<file path="config.mk">
export PLATFORM = sky130hd
export DESIGN_NAME = apq_min_scan
export DESIGN_NICKNAME = d
export VERILOG_FILES = /design/src/hdl/apq_pkg.sv /design/src/hdl/apq_min_scan.sv
export SDC_FILE = /design/constraint.sdc
export NUM_CORES = 1
export LEC_CHECK = 0
export BUFFER_PORTS_ARGS = -buffer_cell sky130_fd_sc_hd__buf_2
export CELL_PAD_IN_SITES_DETAIL_PLACEMENT = 0
export CELL_PAD_IN_SITES_GLOBAL_PLACEMENT = 1
export CORE_AREA = 3 3 95 97
export DETAILED_ROUTE_END_ITERATION = 6
export DIE_AREA = 0 0 98 100
export GPL_ROUTABILITY_DRIVEN = 0
export PLACE_DENSITY = 0.8
export SLEW_MARGIN = 10
export SYNTH_ARGS = -nofsm -noshare
export SYNTH_HDL_FRONTEND = slang
export SYNTH_SLANG_ARGS = --single-unit
</file>
<file path="constraint.sdc">
create_clock -name clk -period 2.02 [get_ports clk]
set_input_delay 0.303 -clock clk [delete_from_list [all_inputs] [get_ports clk]]
set_output_delay 0.303 -clock clk [all_outputs]
set_load 0.02 [all_outputs]
</file>
<file path="src/hdl/apq_pkg.sv">
// ----------------------------------------------------------------------------
// apq_pkg: shared types and codes for the array min priority queue
// Transfer structs, operation kinds, vertex status and error codes.
// ----------------------------------------------------------------------------
`default_nettype none

package apq_pkg;

  localparam int MAX_VERTICES_DEF  = 256;
  localparam int PRIORITY_BITS_DEF = 32;
  localparam int VERTEX_W          = 9;
  localparam int PRIO_REQ_W        = 32;
  localparam int KIND_W            = 3;

  localparam logic [VERTEX_W-1:0] NUM_VERTICES_RST = 9'd256;

  localparam logic [KIND_W-1:0] KIND_INSERT     = 3'd0;
  localparam logic [KIND_W-1:0] KIND_DECREASE   = 3'd1;
  localparam logic [KIND_W-1:0] KIND_DELETE_MIN = 3'd2;
  localparam logic [KIND_W-1:0] KIND_GET_MIN    = 3'd3;
  localparam logic [KIND_W-1:0] KIND_READ       = 3'd4;

  localparam logic [1:0] ST_UNSEEN = 2'd0;
  localparam logic [1:0] ST_FRINGE = 2'd1;
  localparam logic [1:0] ST_INTREE = 2'd2;

  localparam logic [1:0] ERR_OK    = 2'd0;
  localparam logic [1:0] ERR_EMPTY = 2'd1;
  localparam logic [1:0] ERR_RANGE = 2'd2;

  typedef struct packed {
    logic [KIND_W-1:0]     kind;
    logic [VERTEX_W-1:0]   vertex;
    logic [PRIO_REQ_W-1:0] priority_req;
    logic [VERTEX_W-1:0]   parent_vertex;
  } apq_in_t;

  typedef struct packed {
    logic [VERTEX_W-1:0]   min_vertex;
    logic [1:0]            entry_status;
    logic [VERTEX_W-1:0]   entry_parent;
    logic [PRIO_REQ_W-1:0] entry_priority;
    logic                  is_empty;
    logic [1:0]            error;
  } apq_out_t;

  typedef struct packed {
    logic rd_en;
    logic st_we;
    logic dt_we;
  } apq_mem_ctl_t;

  typedef struct packed {
    logic start;
    logic issue;
  } apq_scan_ctl_t;

endpackage

`default_nettype wire

</file>
<file path="src/hdl/apq_min_scan.sv">
// ----------------------------------------------------------------------------
// apq_min_scan: running minimum over the vertex sweep
// Tags each read issued to the store and keeps the lowest-numbered fringe
// vertex with the strictly smallest finite priority.
// ----------------------------------------------------------------------------
`default_nettype none

module apq_min_scan import apq_pkg::*; #(
  parameter int PW = PRIORITY_BITS_DEF,
  parameter int VW = 9
) (
  input  wire logic          clk,
  input  wire logic          rst_n,
  input  wire apq_scan_ctl_t ctl,
  input  wire logic [VW-1:0] issue_vtx,
  input  wire logic [1:0]    smp_status,
  input  wire logic [PW-1:0] smp_prio,
  output logic      [VW-1:0] best_vtx
);

  logic          tag_vld_r;
  logic [VW-1:0] tag_vtx_r;
  logic [VW-1:0] best_vtx_r;
  logic [PW-1:0] best_p_r;

  always_ff @(posedge clk) begin
    if (!rst_n) begin
      tag_vld_r <= 1'b0;
    end else begin
      tag_vld_r <= ctl.issue;
    end
    tag_vtx_r <= issue_vtx;
    if (ctl.start) begin
      best_vtx_r <= '0;
      best_p_r   <= '1;
    end else if (tag_vld_r && smp_status == ST_FRINGE && smp_prio < best_p_r) begin
      best_vtx_r <= tag_vtx_r;
      best_p_r   <= smp_prio;
    end
  end

  assign best_vtx = best_vtx_r;

endmodule

`default_nettype wire

</file>
After elaboration in Yosys (flattened, before gate mapping)
Cells that the tools add are included.
{"block": "totals", "regBits": 51, "inputBits": 47, "out_inout_bits": 9}
{"block": "classes", "magnitude_cmp": 1, "n_eq_ne": 1, "reduce_logical": 2}
{"cell": "$lt A32 B32 Y1", "count": 1}
{"cell": "$eq A2 B1 Y1 const B", "count": 1}
{"cell": "$logic_and A1 B1 Y1", "count": 2}

Longest topological paths before layout
{"block": "logic_depth", "word_depth": 3, "depth_mapped": 9}

Worst setup path after synthesis
No wires, ideal clock.
{"block": "synth_timing", "path_kind": "register to register", "startpoint": "reg best_p_r[29]", "endpoint": "reg best_p_r[0]", "setup_time_ns": 0.072, "t_arrival_ns": 1.926, "setup_slack_ns": 0.023, "stages_incl_launch_ff": 10, "path_buffers": 1, "synth_period_minus_slack_ns": 1.997, "path_cell_list": "dfxtp_1 > inv_1 > ha_1 > a21o_1 > a21o_1 > a211oi_1 > o211ai_1 > a21oi_2 > buf_6 > mux2i_1"}
{"block": "synth_via", "elab_chain_len": 2}
{"element": "start, declared", "line": "apq_min_scan.sv:24", "rtl": "logic [PW-1:0] best_p_r;"}
{"element": "start signal, assigned", "line": "apq_min_scan.sv:38", "rtl": "best_p_r <= smp_prio;"}
{"element": "$lt A32 B32 Y1", "line": "apq_min_scan.sv:36", "rtl": "end else if (tag_vld_r && smp_status == ST_FRINGE && smp_prio < best_p_r) begin"}
{"element": "$logic_and A1 B1 Y1", "line": "apq_min_scan.sv:36"}
Every way passes these cells.
A chain may end at the register's enable or synchronous reset.

Worst setup path after layout
{"block": "layout_timing", "startpoint": "reg best_p_r[28]", "endpoint": "reg best_p_r[7]"}
The elaborated chain is that of the path after synthesis.

==> impl_metrics.ini <==
[pwr]
p_seq_frac = 0.522
p_total_mw = 2.00
p_int_mw = 1.45
powerDensity_mw_per_mm2 = 552
switching_share = 0.277
switchingPower_mw = 0.555
power.share.clock = 0.328
power_leakage_nw = 1.77
pwr-share-comb = 0.150
peakVddDrop_mv = 0.262

[timing]
setup_viol = 41
worstMarginPinSlew_ps = 489
hold_viol = 0
relSlewSlack = 0.674
fin_crit_ps = 2160
rsz0062_at_grt = true
fin_ws_ps = -135
post-route-period-util = 1.07
fmax_mhz = 464
finalClockSkew_ps = 11.3
slew_viol_final = 0
tns_ps = -3980

[worst_setup_path]
criticalPathCategory = register to register
arrival_ps = 2360
worstSetupEndpointType = register
required_ps = 2220
crit_chain = inv_2 > ha_4 > nand4_4 > nor4_4 > nand2_2 > nor4_2 > buf_4 > a21oi_4 > buf_6 > buf_12 > mux2i_1
critPathMaxStageDelay_ps = 350
path_max_fanout = 6
regToRegSetupSlack_ps = -140
crit_path_start_kind = register
slowest_stage = dfxtp_2

[die]
start_util = 0.341
ios = 56
die_y_um = 100
dieWidth_um = 98
die_area_mm2 = 0.00980
fp.coreArea_mm2 = 0.00822
rows = 33

[min_path]
holdCritPathClass = input port to register

[yosys]
synth-seq-cells = 51
post_synth_main_area_contributors = dfxtp_1 36%, mux2i_1 15%, ha_1 14%
synth_nets = 377
synth-async-reset-ratio = 0
synth_top_area_cell = dfxtp_1
synth_edf_count = 0
ys_seq_area_frac = 0.365
synth_cell_type_count = 30
avgSynthCellArea_um2 = 9.37
synth_top_area_frac = 0.365
syn_area_mm2 = 0.00280
synthCells = 299
synth_flop_cell = dfxtp_1
yosysWarnings = 0

[finish]
diodes = 0
mostFrequentLayoutCells = 67 x nor2_1, 55 x buf_2, 41 x mux2i_1
fin_nets = 448
drive_gt1_frac = 0.394
final_common_cell = nor2_1
syn2layout_area_growth_pct = 29.8
fin_cells = 476
fin_util = 0.442

[outcome]
violations = setup timing
status = complete, but fails checks

[routing]
final_antenna_net_count = 0
drt_iter0_drc = 32
drt_drc_violations_left = 0
wl_per_cell_um = 12.1
vias_per_cell = 4.54
firstDrtPassIters = 4
num_vias = 2162
routed_wl_um = 5760

[place]
io_buffers = 55
placed_cells = 462
hpwl_um = 4130
dpl_worst_slack_ps = -347

[flow_run]
max-cap-violations = 0

[global_routing]
grt_pass1_wl_um = 9890
grt_pass1_vias = 2138
grt_max_degree = 32
antenna_found_initial = 0
grt.total_usage = 0.123
overflow = 0

[cts]
cts-buffers-inserted = 5
postCtsHoldBufs = 0
cts_tree = built
clockBufferDepth = 2
root_buffer = clkbuf_8
cts_sinks = 51
htreeDepth = 2
cts.reportedPaths.clkPinSlew_ps = 110
clkLatencyLatePin_ps = 310
critical path, delay by kind of cell (launching register included):
family | cells | cell delay, ps
DFF | 1 | 350
muxes | 1 | 110
buffers and inverters | 4 | 500
AOI/OAI and AO/OA | 1 | 80
and+or+nand+nor | 4 | 750
adders and majority gates | 1 | 270
sequential cells by signal, indices dropped and copies added (netlist names):
register,count
best_p_r,32
best_vtx,9
tag_vtx_r,9
tag_vld_r,1
timing repair:
action                                 4_1_cts  5_1_grt
setup buffers                                4        0
cloned                                       3        0
gates resized for setup                     32       13
endpoints found under the hold margin        0        0
pin swaps                                   14       13
setup endpoints to repair                   41       41
worst paths after layout:
| check | depth (start not counted) | end | from |
|---|---|---|---|
| setup / recovery | 11 | best_p_r[7]$_SDFFE_PP1P_ | best_p_r[28]$_SDFFE_PP1P_ |
| hold / removal | 1 | tag_vtx_r[5]$_DFF_P_ | issue_vtx[5] |
| setup reg to reg | 11 | best_p_r[7]$_SDFFE_PP1P_ | best_p_r[28]$_SDFFE_PP1P_ |
| hold reg to reg | 2 | best_p_r[23]$_SDFFE_PP1P_ | best_p_r[23]$_SDFFE_PP1P_ |
metrics by stage:
step	cell area (µm²)	hold slack [ps]
after floorplan	2800	331
after global placement	3210	406
after detailed placement	3210	407
after CTS	3590	61.1
after global routing	3630	60.7
final	3630	77.6
cell type report:
type	count	area, µm²
well taps	105	131
repair buffers	77	546
multi-input cells	204	1710
clock buffers	5	68.8
clock inverters	3	28.8
inverters	31	116
flip-flops and latches	51	1040
fillers	809	4580
kinds of logic (layout without fill, tap and decap cells):
kind of cell	count (synthesis)	count (layout)	share of synthesized area
AND/OR/NAND/NOR	106	106	0.194
flip-flops	51	51	0.365
buffers and inverters	44	116	0.0952
multiplexers	41	41	0.147
adder cells (fa/ha/maj)	31	31	0.139
AO/OA/AOI/OAI	26	26	0.0612
power groups by stage:
stage	clock (mW)	combinational (mW)	sequential (mW)
after floorplan	0	0.157	1.07
after global placement	0	0.251	1.07
after detailed placement	0	0.256	1.07
after CTS	0.697	0.297	1.05
after global routing	0.724	0.338	1.05
final	0.658	0.301	1.05
cell usage after synthesis (2+ instances only):
library cell and instances:
nor2_1 67, dfxtp_1 51, mux2i_1 41, ha_1 31, inv_1 31, or2b_2 18
a21oi_1 10, nand2_1 8, clkbuf_8 6, a21o_1 5, buf_6 5, nand4_1 3
o21ai_0 3, a211oi_1 2, nor3_1 2, nor4_2 2
layer usage:
metal  share of wire  global-route usage  routed length, µm
met5               0                   0                  0
met4           0.012              0.0351                 68
met3           0.041              0.0306                239
met2            0.49               0.210               2810
met1            0.46               0.154               2650
(Power assumes the default switching activity.)
